<file path="src/hw/rtl/b64u_pkg.sv">
// ----------------------------------------------------------------------------
// b64u_pkg
// Shared types, status codes and the character decode table for the Base64
// stream decoder.
// ----------------------------------------------------------------------------
package b64u_pkg;

  localparam int unsigned CharCountW = 23;
  localparam logic [CharCountW-1:0] MaxCharsReset = 23'd4194304;

  localparam logic [2:0] StOk      = 3'd0;
  localparam logic [2:0] StEmpty   = 3'd1;
  localparam logic [2:0] StTooLong = 3'd2;
  localparam logic [2:0] StBadPad  = 3'd3;
  localparam logic [2:0] StBadChar = 3'd4;
  localparam logic [2:0] StBadLen  = 3'd5;

  localparam logic [15:0] ChPad = 16'h003D;

  typedef struct packed {
    logic [15:0] code_unit;
    logic        has_char;
    logic        end_of_payload;
  } in_item_t;

  typedef struct packed {
    logic       byte_valid;
    logic [7:0] out_byte;
    logic       final_res;
    logic [2:0] status;
  } out_item_t;

  // bit 6 flags a character of either alphabet, bits 5:0 give its value
  function automatic logic [6:0] sextet_f(logic [15:0] c);
    logic [6:0] r;
    r = '0;
    if (c >= 16'h0041 && c <= 16'h005A) begin
      r = {1'b1, 6'(c - 16'h0041)};
    end else if (c >= 16'h0061 && c <= 16'h007A) begin
      r = {1'b1, 6'(c - 16'h0047)};
    end else if (c >= 16'h0030 && c <= 16'h0039) begin
      r = {1'b1, 6'(c + 16'h0004)};
    end else if (c == 16'h002D || c == 16'h002B) begin
      r = {1'b1, 6'd62};
    end else if (c == 16'h005F || c == 16'h002F) begin
      r = {1'b1, 6'd63};
    end
    return r;
  endfunction

endpackage

</file>
<file path="src/hw/rtl/base64url_stream_decoder_top.sv">
// ----------------------------------------------------------------------------
// base64url_stream_decoder_top
// Base64 decoder (URL and standard alphabets), one character per item.
//
// Input channel (in_valid_i/in_ready_o/in_item_i): one UTF-16 code unit per
// item, with has_char and end_of_payload flags. Output channel
// (out_valid_o/out_ready_i/out_item_o): a decoded byte, a final status, or
// both in one item. Items without a byte and without end give no output.
// Path: an item is registered at the input, then decoded into the result
// register, which drives out_valid_o and out_item_o.
// Throughput: one item per cycle unless stalled; the decode is a single
// shift-and-or on a 6-bit pending buffer between the two registers.
// Stall: while a result waits, one more item is held in the input register;
// after that in_ready_o drops until the receiver takes the result.
// Reset: all payload state clears and max_chars returns to 4194304.
// cfg_we_i writes max_chars from cfg_wdata_i; write only when idle.
// ----------------------------------------------------------------------------
module base64url_stream_decoder_top import b64u_pkg::*; (
  input  logic                  clk_i,
  input  logic                  rst_ni,
  input  logic                  in_valid_i,
  output logic                  in_ready_o,
  input  in_item_t              in_item_i,
  output logic                  out_valid_o,
  input  logic                  out_ready_i,
  output out_item_t             out_item_o,
  input  logic                  cfg_we_i,
  input  logic [CharCountW-1:0] cfg_wdata_i
);

  logic [CharCountW-1:0] max_chars_q;
  logic                  take;
  logic                  item_valid;
  in_item_t              item;

  always_ff @(posedge clk_i or negedge rst_ni) begin
    if (!rst_ni) begin
      max_chars_q <= MaxCharsReset;
    end else if (cfg_we_i) begin
      max_chars_q <= cfg_wdata_i;
    end
  end

  b64u_in_reg u_in_reg (
    .clk_i        (clk_i),
    .rst_ni       (rst_ni),
    .in_valid_i   (in_valid_i),
    .in_ready_o   (in_ready_o),
    .in_item_i    (in_item_i),
    .take_i       (take),
    .item_valid_o (item_valid),
    .item_o       (item)
  );

  b64u_core u_core (
    .clk_i        (clk_i),
    .rst_ni       (rst_ni),
    .item_valid_i (item_valid),
    .item_i       (item),
    .take_o       (take),
    .max_chars_i  (max_chars_q),
    .out_valid_o  (out_valid_o),
    .out_ready_i  (out_ready_i),
    .out_item_o   (out_item_o)
  );

endmodule

</file>
<file path="src/hw/rtl/b64u_in_reg.sv">
// ----------------------------------------------------------------------------
// b64u_in_reg
// Input register: holds one accepted item until the core takes it.
// ----------------------------------------------------------------------------
module b64u_in_reg import b64u_pkg::*; (
  input  logic     clk_i,
  input  logic     rst_ni,
  input  logic     in_valid_i,
  output logic     in_ready_o,
  input  in_item_t in_item_i,
  input  logic     take_i,
  output logic     item_valid_o,
  output in_item_t item_o
);

  logic     valid_q;
  in_item_t item_q;

  assign in_ready_o   = !valid_q || take_i;
  assign item_valid_o = valid_q;
  assign item_o       = item_q;

  always_ff @(posedge clk_i or negedge rst_ni) begin
    if (!rst_ni) begin
      valid_q <= 1'b0;
    end else if (in_ready_o) begin
      valid_q <= in_valid_i;
    end
  end

  always_ff @(posedge clk_i) begin
    if (in_valid_i && in_ready_o) begin
      item_q <= in_item_i;
    end
  end

endmodule

</file>
<file path="src/hw/rtl/b64u_core.sv">
// ----------------------------------------------------------------------------
// b64u_core
// Decode state, per-character update and the result register.
// ----------------------------------------------------------------------------
module b64u_core import b64u_pkg::*; (
  input  logic                  clk_i,
  input  logic                  rst_ni,
  input  logic                  item_valid_i,
  input  in_item_t              item_i,
  output logic                  take_o,
  input  logic [CharCountW-1:0] max_chars_i,
  output logic                  out_valid_o,
  input  logic                  out_ready_i,
  output out_item_t             out_item_o
);

  logic [5:0]            buf_q, buf_d;
  logic [2:0]            cnt_q, cnt_d;
  logic                  pad_q, pad_d;
  logic [2:0]            err_q, err_d;
  logic [CharCountW-1:0] chars_q, chars_d;
  logic                  out_valid_q;
  out_item_t             out_item_q, out_item_d;
  logic                  emit;

  assign take_o      = item_valid_i && (!out_valid_q || out_ready_i);
  assign out_valid_o = out_valid_q;
  assign out_item_o  = out_item_q;

  always_comb begin
    logic [6:0]  sx;
    logic [11:0] acc;
    logic        full;
    logic [7:0]  byte_v;
    logic [5:0]  buf_n;
    logic [2:0]  cnt_n;
    logic [2:0]  st;

    buf_d   = buf_q;
    cnt_d   = cnt_q;
    pad_d   = pad_q;
    err_d   = err_q;
    chars_d = chars_q;
    out_item_d = '0;
    emit    = 1'b0;
    st      = StOk;

    sx  = sextet_f(item_i.code_unit);
    acc = {buf_q, sx[5:0]};
    full   = 1'b1;
    byte_v = '0;
    buf_n  = '0;
    cnt_n  = '0;
    case (cnt_q)
      3'd2: begin
        byte_v = acc[7:0];
        cnt_n  = 3'd0;
      end
      3'd4: begin
        byte_v = acc[9:2];
        buf_n  = {4'd0, acc[1:0]};
        cnt_n  = 3'd2;
      end
      3'd6: begin
        byte_v = acc[11:4];
        buf_n  = {2'd0, acc[3:0]};
        cnt_n  = 3'd4;
      end
      default: begin
        full  = 1'b0;
        buf_n = acc[5:0];
        cnt_n = 3'd6;
      end
    endcase

    if (item_i.has_char) begin
      if (chars_q != '1) begin
        chars_d = chars_q + 1'b1;
      end
      if (err_q == StOk) begin
        if (item_i.code_unit == ChPad) begin
          pad_d = 1'b1;
        end else if (pad_q) begin
          err_d = StBadPad;
        end else if (!sx[6]) begin
          err_d = StBadChar;
        end else begin
          buf_d = buf_n;
          cnt_d = cnt_n;
          if (full && chars_d <= max_chars_i) begin
            out_item_d.byte_valid = 1'b1;
            out_item_d.out_byte   = byte_v;
          end
        end
      end
    end

    if (item_i.end_of_payload) begin
      if (chars_d == '0) begin
        st = StEmpty;
      end else if (chars_d > max_chars_i) begin
        st = StTooLong;
      end else if (err_d != StOk) begin
        st = err_d;
      end else if (cnt_d == 3'd6 || (cnt_d != 3'd0 && buf_d != 6'd0)) begin
        st = StBadLen;
      end
      out_item_d.final_res = 1'b1;
      out_item_d.status    = st;
      buf_d   = '0;
      cnt_d   = '0;
      pad_d   = 1'b0;
      err_d   = StOk;
      chars_d = '0;
    end

    emit = out_item_d.byte_valid || item_i.end_of_payload;
  end

  always_ff @(posedge clk_i or negedge rst_ni) begin
    if (!rst_ni) begin
      buf_q       <= '0;
      cnt_q       <= '0;
      pad_q       <= 1'b0;
      err_q       <= StOk;
      chars_q     <= '0;
      out_valid_q <= 1'b0;
    end else begin
      if (take_o) begin
        buf_q       <= buf_d;
        cnt_q       <= cnt_d;
        pad_q       <= pad_d;
        err_q       <= err_d;
        chars_q     <= chars_d;
        out_valid_q <= emit;
      end else if (out_ready_i) begin
        out_valid_q <= 1'b0;
      end
    end
  end

  always_ff @(posedge clk_i) begin
    if (take_o && emit) begin
      out_item_q <= out_item_d;
    end
  end

endmodule

</file>
<file path="config.mk">
export PLATFORM = sky130hd
export DESIGN_NAME = base64url_stream_decoder_top
export DESIGN_NICKNAME = d
export VERILOG_FILES = /design/src/hw/rtl/b64u_pkg.sv /design/src/hw/rtl/base64url_stream_decoder_top.sv /design/src/hw/rtl/b64u_in_reg.sv /design/src/hw/rtl/b64u_core.sv
export SDC_FILE = /design/constraint.sdc
export NUM_CORES = 1
export LEC_CHECK = 0
export BUFFER_PORTS_ARGS = -buffer_cell sky130_fd_sc_hd__buf_2
export CAP_MARGIN = 20
export CORE_MARGIN = 8
export CORE_UTILIZATION = 61
export DETAILED_ROUTE_END_ITERATION = 8
export PLACE_DENSITY = 0.89
export SLEW_MARGIN = 30
export SYNTH_ARGS = -nofsm -noshare
export SYNTH_HDL_FRONTEND = slang
export SYNTH_HIERARCHICAL = 1
export SYNTH_SLANG_ARGS = --single-unit
</file>
<file path="constraint.sdc">
create_clock -name clk_i -period 6.6 [get_ports clk_i]
set_clock_uncertainty 0.15 [all_clocks]
set_input_delay 1.32 -clock clk_i [delete_from_list [all_inputs] [get_ports clk_i]]
set_output_delay 1.32 -clock clk_i [all_outputs]
set_load 0.02 [all_outputs]
</file>
# After elaboration in Yosys (flattened, before gate mapping)
# Index checks and enable logic that the tools add are counted.
classes:
  add_sub_neg: 4
  n_lt_le_gt_ge: 8
  eq_ne: 10
  n_mux: 48
  bitwise_logic: 5
  n_reduce_logical: 30
op_table:
  columns: ["op", "count"]
  rows:
  - ["$mux W23", 4]
  - ["$eq A16 B6 Y1 const B", 4]
  - ["$mux W9", 6]
  - ["$mux W3", 16]
  - ["$mux W6", 6]
  - ["$mux W7", 5]
  - ["$ge A16 B7 Y1 const B", 2]
  - ["$le A16 B7 Y1 const B", 2]
  - ["$pmux W8 S3", 1]
  - ["$add A23 B1 Y23 const B", 1]
  - ["$gt A23 B23 Y1", 1]
  - ["$le A23 B23 Y1", 1]
  - ["$logic_not A23 Y1", 1]
  - ["$ne A23 B23 Y1 const B", 1]
  - ["$pmux W6 S3", 1]
  - ["$eq A16 B7 Y1 const B", 1]
  - ["$ge A16 B6 Y1 const B", 1]
  - ["$le A16 B6 Y1 const B", 1]
  - ["$eq A3 B3 Y1 const B", 3]
  - ["$pmux W3 S3", 1]
  - ["$logic_and A1 B1 Y1", 8]
  - ["$reduce_bool A2 Y1", 4]
  - ["$mux W1", 7]
  - ["$add A6 B3 Y6 const B", 1]
  - ["other kinds (14)", 26]
totals:
  reg_bits: 92
  inputBits: 46
  out_inout_bits: 15
  word_cells: 122

# Logic depth before layout (Yosys ltp)
# Gate-level depths: netlist of the first run.
depth:
  word_depth: 21
  depth_mapped: 18

# Modules after synthesis
# Netlist of the first run, hierarchy kept.
modules_own_cells:
  columns: ["module", "instances", "cells_per_inst", "area_per_inst_um2"]
  rows:
  - ["b64u_core", 1, 705, 5597.9]
  - ["base64url_stream_decoder_top", 1, 48, 858.3]
  - ["b64u_in_reg", 1, 22, 594.3]

# Least setup slack after synthesis of the first run
# OpenSTA, ideal clock, no wires.
synth_path:
  path_kind: "register -> register"
  start: "reg u_core.chars_q[1]"
  end: "reg u_core.out_item_q (netlist bit u_core/out_item_o[0]) (enable)"
  t_arrival_ns: 4.051
  t_required_ns: 6.068
  slack_ns: 2.017
  stages_incl_launch_ff: 19
  n_path_buf: 1
  synth_period_minus_slack_ns: 4.583
  cell_sequence: "dfrtp_1 > ha_1 > nand4_4 > or4_4 > nor2_1 > buf_2 > or3_1 > nor2_1 > nand3_1 > nor2_1 > xor2_1 > ha_1 > nand3_1 > nor3_1 > nand3_1 > o32ai_1 > a21o_1 > a21oi_1 > nor2_1"
synth_via:
  elab_chain_len: 13
synth_rtl:
  columns: ["item", "line_no", "source"]
  rows:
  - ["from (decl)", "b64u_core.sv:21", "logic [CharCountW-1:0] chars_q, chars_d;"]
  - ["from (signal assigned)", "b64u_core.sv:134", "chars_q <= chars_d;"]
  - ["$add A23 B1 Y23 or $ne A23 B23 Y1 (tied branches)", "b64u_core.sv:78, b64u_core.sv:77", null]
  - ["$mux W23 (*)", "b64u_core.sv:77", "if (chars_q != '1) begin"]
  - ["$mux W23 (*)", "b64u_core.sv:76", "if (item_i.has_char) begin"]
  - ["$le A23 B23 Y1 (*)", "b64u_core.sv:90", "if (full && chars_d <= max_chars_i) begin"]
  - ["$logic_and A1 B1 Y1 (*)", "b64u_core.sv:90", null]
  - ["$mux W9 (*)", "b64u_core.sv:90", null]
  - ["$mux W9 (*)", "b64u_core.sv:85", "end else if (!sx[6]) begin"]
  - ["$mux W9 (*)", "b64u_core.sv:83", "end else if (pad_q) begin"]
  - ["$mux W9 (*)", "b64u_core.sv:81", "if (item_i.code_unit == ChPad) begin"]
  - ["$mux W9 (*)", "b64u_core.sv:80", "if (err_q == StOk) begin"]
  - ["$mux W9 (*)", "b64u_core.sv:76", null]
  - ["$logic_or A1 B1 Y1 (*)", "b64u_core.sv:117", "emit = out_item_d.byte_valid || item_i.end_of_payload;"]
  - ["$logic_and A1 B1 Y1 (*)", "b64u_core.sv:143", "if (take_o && emit) begin"]
  - ["to (signal assigned)", "b64u_core.sv:144", "out_item_q <= out_item_d;"]
  - ["to (decl)", "b64u_core.sv:23", "out_item_t out_item_q, out_item_d;"]
# Every way passes the cells marked *; elsewhere a longest branch is shown, timed or not. The select of a mux whose other input is x is not followed.
# A chain may end at the register's enable or synchronous reset.

# Worst setup path in the final report of the first run
layout_path:
  start: "reg u_core.chars_q[0]"
  end: "reg u_core.out_item_q (netlist bit u_core/out_item_o[4]) (enable)"
# Same word-level chain as after synthesis.

==> run metrics, run 1 <==
initial antenna violation count=0; Min-Delay Path Class=reg -> reg; WP data required=6.43 ns; GRT overflow=0; TritonRoute pass-1 iters=9; Hold Path Sink=max_chars_q[1]$_DFFE_PN0P_; P&R area growth vs syn=8.25%; Via Count=6069; P_leak=3.50 nW; Unique masters post-synth=79; Sink Count=92; critical-path cell list=ha_1 > nand4_4 > or4_4 > nor2_1 > buf_4 > or3_1 > nor2_1 > nand3_1 > nor2_1 > xor2_1 > ha_1 > nand3_1 > nor3_1 > nand3_1 > o32ai_1 > a21o_1 > a21oi_1 > nor2_2; share of layout cells above drive strength 1=16.2%; GRT Total Usage=23.5%; critical path's top delay family=simple AND/OR/NAND/NOR gates; RSZ-0062 raised after global routing=false; largest net degree at the start of global routing=62; CTS Hold Bufs=0; mean post-synth cell area=9.10 um^2; sequential fraction of the synthesis area=34.9%; hold_ws=0.356 ns; final design utilization=67.1%; R2R Setup Slk=1.45 ns; Final setup violation count=0; async set-reset flop share out of synthesis=66.3%; Rel. slew slack=47.0%; FF-to-FF path depth=18; Max IR drop VDD=0.000151 V; Final period util=78.1%; Post-DP HPWL=12.3 mm; outcome=completed; DRT antenna net count=0; CP Depth=18; PwrDens=190 nW/um^2; Max Transition Viols Final=0; FF-to-FF End=u_core/out_item_o[4]$_SDFFCE_PP0P_; Layout fillers=896; Mapped Cells=775; Fmax=194 MHz; fin crit period=5.15 ns; Flop pwr share=45.9%; Post-CTS Setup Inserts=0; Tot Pwr=0.00145 W; slowest library cell on the worst path=or4_4; I/O pin count=61; Worst-Margin Slew=0.795 ns; HP Start=max_chars_q[1]$_DFFE_PN0P_; Cell Area, Synth=7050 um^2; final wirelength=17.2 mm; synth warn=6; Worst EP arrival=4.99 ns; Die H=124 um; post-synth top area share=21.3%; Logic pwr share=17.8%; crit path kind=reg -> reg; post-CTS sizing=0; Psw=0.000420 W; CP endpoint kind=flop; I/O Buffers=60; core area=11400 um^2; Hold Vio Cnt, Final=0; vias in the first global route=5874; DRC viols=0; Internal Pwr Total=0.00103 W; H-Tree Level Count=3; clock-pin transition on the worst setup and hold timing paths=0.07 ns; Cell Count, Final, Fillers Out=952; crit start category=flop; synthesized flop and latch total=92; Vias/cell=6.38; diode count=0; Critical R2R Launch=u_core/chars_q[0]$_DFFE_PN0P_; Synthesized Nets=877; setup TNS=0 ns; root buf cell=clkbuf_16; synth top area cells=dfrtp_1, edfxtp_1, ha_1, mux2_2, nand2_1; Die ar.=15300 um^2; CTS tree=built; Clk Latency, worst-skew pair=0.35 ns; Die X=124 um; slowest stage delay, CP=0.59 ns; Longest Clk Path Bufs=2; CP Buf/Inv Count=1; hold path cells=1; Cells after DPL=936; Placer Congestion=0.933; worst-path maximum fanout=13; cell taking the most area after synthesis=dfrtp_1; switching share of power=28.9%; Wirelength per Cell=18.0 um; clock share of power=36.3%; Main synth FF type=dfrtp_1; Initial Utilization=62.0%; Std-Cell Rows=39; MaxCap Viol Count=0; first-pass GRT wire length=28.5 mm; TritonCTS buffer count=9; Starting DRT DRC Count=615; Post-synth EDFFs=31; Final #Nets=906
[how the worst max path moves through the flow]
stage	from	to	slack [ns]
final	u_core/chars_q[0]$_DFFE_PN0P_	u_core/out_item_o[4]$_SDFFCE_PP0P_	1.45
after global routing	u_core/chars_q[0]$_DFFE_PN0P_	u_core/out_item_o[10]$_SDFFCE_PP0P_	1.30
after CTS	u_core/chars_q[0]$_DFFE_PN0P_	u_core/out_item_o[10]$_SDFFCE_PP0P_	1.24
after detailed placement	u_core/chars_q[0]$_DFFE_PN0P_	u_core/out_item_o[10]$_SDFFCE_PP0P_	1.34
after global placement	u_core/chars_q[0]$_DFFE_PN0P_	u_core/out_item_o[4]$_SDFFCE_PP0P_	1.52
after floorplan	u_core/chars_q[1]$_DFFE_PN0P_	u_core/out_item_o[0]$_SDFFCE_PN0P_	2.02
[through the flow]
| stage | setup WS (ns) | cell area, um^2 |
|---|---|---|
| finish | 1.45 | 7630 |
| CTS | 1.24 | 7630 |
| global placement | 1.52 | 7330 |
| detailed placement | 1.34 | 7330 |
| global route | 1.30 | 7630 |
| floorplan | 2.02 | 7050 |
[cells in the mapped netlist (3+ instances only)]
library cell	count
nand2b_1	9
mux2_2	25
or3b_1	3
a311oi_1	3
edfxtp_1	31
nor2b_1	7
nor3_1	14
clkbuf_1	17
o21ai_0	36
nor4_1	11
o21a_1	10
mux2i_1	9
a2111o_1	3
o21ai_1	7
a21boi_0	3
inv_1	44
o211ai_1	5
buf_2	20
o31ai_1	3
a21oi_1	46
or4_1	7
nor3b_1	3
nor2_1	58
nand3_1	28
a31oi_1	7
dfrtp_1	60
xor2_1	26
nand2_1	72
and3_1	8
or3_1	5
and2_1	6
ha_1	56
nand4_1	16
a21o_1	16
nor4_2	4
buf_4	5
xnor2_1	21
a211oi_1	7
a22o_1	9
[sequential cells by signal, indices dropped and copies added (netlist names)]
name                   count
max_chars_q               23
u_core/buf_q               6
u_core/chars_q            23
u_core/cnt_q               3
u_core/err_q               3
u_core/out_item_o         13
u_core/out_valid_o         1
u_core/pad_q               1
u_in_reg/item_o           18
u_in_reg/item_valid_o      1
[cells in the final DEF, fill, tap and decap left out, types with 10 or more instances in the layout]
master	n
a21o_1	16
a21oi_1	46
buf_2	60
dfrtp_1	60
edfxtp_1	31
ha_1	56
inv_1	44
mux2_2	25
nand2_1	72
nand3_1	28
nand4_1	16
nor2_1	56
nor3_1	14
nor4_1	11
o21a_1	10
o21ai_0	36
xnor2_1	21
xor2_1	26
[layout make-up]
class                   count  area [um^2]  area share, %
flip-flops and latches     92         2460           32.2
clock buffers              10          229           3.00
clock inverters             6         70.1          0.918
multi-input cells         591         4190           54.9
repair buffers             64          330           4.33
well taps                 143          179           2.34
inverters                  46          173           2.26
[cell families (layout without fill, tap and decap cells)]
kind of cell	Yosys count	after routing	share of synthesized area, %
AND/OR/NAND/NOR	272	272	21.0
AO/OA/AOI/OAI	182	182	17.4
flip-flops	92	92	34.9
buffers and inverters	92	126	5.73
adder cells (fa/ha/maj)	56	56	9.94
XOR/XNOR	47	47	5.84
multiplexers	34	34	5.27
[power by group through the flow]
| stage | registers [W] | logic (W) | clock network (W) |
|---|---|---|---|
| 2_1_floorplan | 0.000665 | 0.000186 | 0 |
| 3_3_place_gp | 0.000674 | 0.000246 | 0 |
| 3_5_place_dp | 0.000676 | 0.000253 | 0 |
| 4_1_cts | 0.000665 | 0.000256 | 0.000534 |
| 5_1_grt | 0.000671 | 0.000286 | 0.000561 |
| 6_report | 0.000666 | 0.000259 | 0.000527 |
[layer usage]
layer | wire, um | vias to the layer above | global-route usage (%)
li1 | - | 2870 | -
met1 | 7250 | 2838 | 31.4
met2 | 8000 | 301 | 36.7
met3 | 1340 | 60 | 4.06
met4 | 562 | 0 | 10.6
met5 | 0 | - | 0
Note: power is estimated with default switching activity, not from simulation.
==> run 2, diff against run 1 <==
Settings changed: ABC_AREA from default to 1, CORE_UTILIZATION 61 to 55, PLACE_DENSITY 0.89 to 0.86.
Clock period 6.6 ns to 4.19 ns, I/O delays scaled along.
==> run 2 against run 1 <==
- wire length fell by 2.6%
- area after synthesis fell by 4.2%
- sequential share of layout area rose by 0.52 points
- synthesized cell count rose by 16%
- core utilization fell by 4.6 points
- first-iteration DRC count fell by 15%
- via count rose by 2.1%
- critical path type unchanged
==> run metrics, run 2 <==
outcome=completed; Clk Latency, worst-skew pair=0.35 ns; FF-to-FF End=u_core/out_item_o[0]$_SDFFCE_PN0P_; worst-path maximum fanout=4; Die H=127 um; CTS Hold Bufs=0; crit path from=u_core/chars_q[0]$_DFFE_PN0P_; Mapped Cells=900; clock share of power=29.9%; synthesized flop and latch total=92; R2R Setup Slk=0.21 ns; Metal-1 WL=7.29 mm; fin crit period=3.98 ns; clock-pin transition on the worst setup and hold timing paths=0.07 ns; Logic pwr share=29.4%; Post-Place Setup Slack=0.249 ns; Starting DRT DRC Count=524; sequential fraction of the synthesis area=36.4%; Cell Area, Synth=6750 um^2; root buf cell=clkbuf_16; slowest stage delay, CP=0.44 ns; Wirelength per Cell=15.0 um; Worst EP arrival=3.93 ns; synth warn=6; TritonCTS buffer count=9; synth top area cells=dfrtp_1, nand2_1, edfxtp_1, ha_1, inv_1; CP endpoint kind=flop; Std-Cell Rows=40; Min-Delay Path Class=reg -> reg; async set-reset flop share out of synthesis=66.3%; Initial Utilization=56.2%; DRT antenna net count=0; Synthesized Nets=1002; most common library cell in the layout ignoring fill and taps=nand2_1; Max IR drop VDD=0.000243 V; PwrDens=365 nW/um^2; Flop pwr share=40.7%; first-pass GRT wire length=27.8 mm; Final WS setup=0.208 ns; most used standard cell by instance count after synthesis=nand2_1; P&R area growth vs syn=11.2%; DR top layer=met4; P_leak=3.90 nW; Rel. slew slack=59.3%; I/O pin count=61; Psw=0.00100 W; WP data required=4.14 ns; Max Transition Viols Final=0; Via Count=6199; mean post-synth cell area=7.50 um^2; met2 WL=8.00 mm; HP Start=max_chars_q[2]$_DFFE_PN0P_; crit path kind=reg -> reg; most frequent cells in the layout=nand2_1, inv_1, nand3_1; Sink Count=92; Unique masters post-synth=49; slowest library cell on the worst path=dfrtp_1; Post-CTS Setup Inserts=0; MaxCap Viol Count=0; GRT Total Usage=21.1%; Post-DP HPWL=12.9 mm; most used cell, CP=inv_1; GRT overflow=0; vias in the first global route=5855; Cells after DPL=1096; post-CTS sizing=0; hold_ws=0.319 ns; post-synth top area share=22.2%; I/O Buffers=60; Layout fillers=1086; Vias/cell=5.57; Longest Clk Path Bufs=2; core area=12000 um^2; hold path cells=2; Final #Nets=1062; switching share of power=36.6%; Die X=127 um; synth cell count leaders=nand2_1, inv_1, nand3_1, dfrtp_1, nor2_1; critical path's top delay family=simple AND/OR/NAND/NOR gates; Hold Vio Cnt, Final=0; share of layout cells above drive strength 1=13.6%; Post-synth EDFFs=31; Die ar.=16100 um^2; Critical R2R Launch=u_core/chars_q[0]$_DFFE_PN0P_; final wirelength=16.7 mm; Fmax=251 MHz; CTS tree=built; CP Buf/Inv Count=5; crit start category=flop; Main synth FF type=dfrtp_1; cell taking the most area after synthesis=dfrtp_1; Worst-Margin Slew=0.610 ns; Internal Pwr Total=0.00174 W; largest net degree at the start of global routing=46; met3 wire len=948 um; Final period util=95.0%; H-Tree Level Count=3; DRC viols=0; critical-path cell list=inv_1 > nor3_2 > inv_1 > nor2_1 > nand3_1 > xor2_1 > nand3_1 > o21ai_0 > inv_1 > ha_1 > nand3_1 > inv_1 > nand2_1 > inv_1 > nand2_1 > a31oi_1 > a211oi_1 > o31ai_1 > o31ai_2 > nand2_1 > a21oi_2; setup TNS=0 ns; Final setup violation count=0; Placer Congestion=0.946; FF-to-FF path depth=21; Cell Count, Final, Fillers Out=1113; final design utilization=62.5%; TritonRoute pass-1 iters=7; initial antenna violation count=1; Hold Path Sink=max_chars_q[2]$_DFFE_PN0P_
[run 2: final cells by class]
cell class	instances	area [um^2]	share of cell area (%)
clock buffer	9	225	3.00
multi-input combinational	645	3650	48.7
antenna	1	2.50	0.0333
clock inverter	7	78.8	1.05
tap	147	184	2.45
inverter	143	537	7.15
timing repair buffer	69	370	4.93
sequential	92	2460	32.7
[run 2: worst max-delay path by stage]
stage	end	slack [ns]	cells after the start
3_5_place_dp	u_core/out_item_o[0]$_SDFFCE_PN0P_	0.25	22
2_1_floorplan	u_core/out_item_o[0]$_SDFFCE_PN0P_	0.74	18
3_3_place_gp	u_core/out_item_o[0]$_SDFFCE_PN0P_	0.35	19
5_1_grt	u_core/out_item_o[0]$_SDFFCE_PN0P_	-0.03	21
4_1_cts	u_core/out_item_o[0]$_SDFFCE_PN0P_	0.21	22
6_report	u_core/out_item_o[0]$_SDFFCE_PN0P_	0.21	21
[run 2: kinds of logic (layout without fill, tap and decap cells)]
family                   count (synthesis)  in the layout  synth area share (%)
buffers and inverters                  163            228                  9.62
adder cells (fa/ha/maj)                 56             56                  10.4
AO/OA/AOI/OAI                          121            121                  10.6
flip-flops                              92             92                  36.4
XOR/XNOR                                26             26                  3.48
AND/OR/NAND/NOR                        442            442                  29.5
other                                    0              1                     0
[run 2: per-layer routing]
layer  track usage [%]  up-vias
met5                 0        -
met4              8.61        0
met3              3.27       39
met2              35.8      229
met1              26.5     2849
li1                  -     3082
[run 2: power groups by stage]
stage	sequential, W	clock, W	combinational [W]
floorplan	0.00112	0	0.000557
global placement	0.00113	0	0.000760
detailed placement	0.00113	0	0.000779
CTS	0.00112	0.000836	0.000789
global route	0.00113	0.000873	0.000903
finish	0.00112	0.000821	0.000806
[run 2: worst min-delay path, stage by stage, from the launching register on]
cell and delay, ns:
dfrtp_1 0.34, nand2_1 0.05, nand2_1 0.05
[run 2: through the flow]
stage          area (um^2)  power [W]
4_1_cts               7500    0.00274
3_5_place_dp          7190    0.00191
5_1_grt               7510    0.00291
2_1_floorplan         6750    0.00168
3_3_place_gp          7190    0.00189
6_report              7510    0.00274
==> run 3, diff against run 2 <==
Settings changed: PLACE_DENSITY 0.86 to default, PLACE_DENSITY_LB_ADDON from default to 0.15.
==> run 3 against run 2 <==
- worst hold slack got worse by 0.019 ns
- register-to-register slack improved by 0.09 ns
- sequential power barely moved
- critical endpoint is now u_core/out_item_o[6]$_SDFFCE_PP0P_
- largest cell class unchanged
- highest routed layer unchanged
==> run metrics, run 3 (same netlist as run 2, synthesis figures left out) <==
outcome=completed; Sink Count=92; P_leak=3.90 nW; Hold Vio Cnt, Final=0; most common library cell in the layout ignoring fill and taps=nand2_1; Max Transition Viols Final=0; P&R area growth vs syn=11.5%; critical path's top delay family=simple AND/OR/NAND/NOR gates; CP endpoint kind=flop; RSZ-0062 raised after global routing=false; DRT antenna net count=0; GRT overflow=0; slowest stage delay, CP=0.44 ns; Clk Latency, worst-skew pair=0.35 ns; TritonCTS buffer count=9; fin crit period=3.89 ns; root buf cell=clkbuf_16; final design utilization=62.6%; H-Tree Level Count=3; Area after DPL=7190 um^2; met2 Usage GRT=32.5%; critical-path cell list=ha_1 > nand2_1 > nor2_8 > nand2_4 > nor2_4 > nand3_4 > nor2_4 > inv_2 > o21ai_1 > inv_1 > ha_1 > nand2_1 > o21ai_0 > a21o_1 > a21oi_1 > o21ai_0 > nand3_1 > nand3_1 > nand2_1 > nand4_1 > inv_1 > o21ai_0 > inv_1; WP data required=4.15 ns; share of layout cells above drive strength 1=13.5%; Rel. slew slack=58.5%; Vias/cell=5.53; Worst EP arrival=3.85 ns; most frequent cells in the layout=nand2_1, inv_1, nand3_1; crit path kind=reg -> reg; crit path capture=u_core/out_item_o[6]$_SDFFCE_PP0P_; largest net degree at the start of global routing=39; CTS tree=built; diode count=0; CP Depth=23; Worst-Margin Slew=0.620 ns; crit start category=flop; GRT met1 Usage=30.9%; I/O pin count=61; Wirelength per Cell=15.0 um; Final setup violation count=0; GRT met3 Usage=2.76%; initial antenna violation count=0; Critical R2R Launch=u_core/chars_q[0]$_DFFE_PN0P_; Die X=127 um; Placer Congestion=0.939; FF-to-FF path depth=23; R2R Setup Slk=0.30 ns; Post-DP HPWL=12.8 mm; post-CTS sizing=0; CTS Hold Bufs=0; Max IR drop VDD=0.000300 V; Initial Utilization=56.2%; TritonRoute pass-1 iters=6; DRC viols=0; setup TNS=0 ns; Std-Cell Rows=40; Die ar.=16100 um^2; I/O Buffers=60; final wirelength=16.7 mm; Starting DRT DRC Count=652; Via Count=6151; Final period util=92.9%; Post-CTS Setup Inserts=0; MaxCap Viol Count=0; vias in the first global route=5850; Final #Nets=1062; slowest library cell on the worst path=dfrtp_1; Min-Delay Path Class=in -> async; post-route cell area=7520 um^2; worst-path maximum fanout=6; clock-pin transition on the worst setup and hold timing paths=0.08 ns; core area=12000 um^2; crit path from=u_core/chars_q[0]$_DFFE_PN0P_; global route hottest layer=met2; Die H=127 um; PwrDens=371 nW/um^2; Fmax=257 MHz; GRT Total Usage=21.3%; first-pass GRT wire length=27.9 mm; CP Buf/Inv Count=4; FF-to-FF End=u_core/out_item_o[6]$_SDFFCE_PP0P_; Longest Clk Path Bufs=2
-- run 3: report_power, final --
part / internal, W / switching [W] / total, W
logic: 0.000281 / 0.000516 / 0.000797
registers: 0.00103 / 0.0000854 / 0.00112
clock network: 0.000520 / 0.000358 / 0.000879
-- run 3: layout make-up --
cell class | count | area [um^2]
clock buffers | 11 | 264
clock inverters | 5 | 63.8
fillers | 1136 | 4490
inverters | 143 | 537
multi-input cells | 645 | 3650
flip-flops and latches | 92 | 2460
well taps | 147 | 184
repair buffers | 69 | 370
-- run 3: worst min-delay path by stage --
stage / startpoint / endpoint / slack (ns) / cells after the start
floorplan: max_chars_q[22]$_DFFE_PN1P_ / max_chars_q[22]$_DFFE_PN1P_ / 0.29 / 2
global placement: max_chars_q[1]$_DFFE_PN0P_ / max_chars_q[1]$_DFFE_PN0P_ / 0.30 / 2
detailed placement: max_chars_q[22]$_DFFE_PN1P_ / max_chars_q[22]$_DFFE_PN1P_ / 0.31 / 2
CTS: max_chars_q[22]$_DFFE_PN1P_ / max_chars_q[22]$_DFFE_PN1P_ / 0.32 / 2
global route: rst_ni / u_core/cnt_q[0]$_DFFE_PN0P_ / 0.34 / 1
finish: rst_ni / u_core/buf_q[5]$_DFFE_PN0P_ / 0.30 / 1
-- run 3: routing by layer --
| layer | vias up | routed length, um | share of wire (%) |
|---|---|---|---|
| li1 | 3080 | - | - |
| met1 | 2809 | 8240 | 49 |
| met2 | 242 | 7220 | 43 |
| met3 | 20 | 1040 | 6.2 |
| met4 | 0 | 197 | 1.2 |
| met5 | - | 0 | 0 |
-- run 3: stage by stage --
step | hold WS, ns | std cells | total power (W) | setup WS [ns]
2_1_floorplan | 0.292 | 900 | 0.00168 | 0.743
3_3_place_gp | 0.304 | 1096 | 0.00190 | 0.407
3_5_place_dp | 0.307 | 1096 | 0.00192 | 0.316
4_1_cts | 0.317 | 1112 | 0.00280 | 0.299
5_1_grt | 0.337 | 1112 | 0.00296 | 0.0302
6_report | 0.300 | 1112 | 0.00279 | 0.296
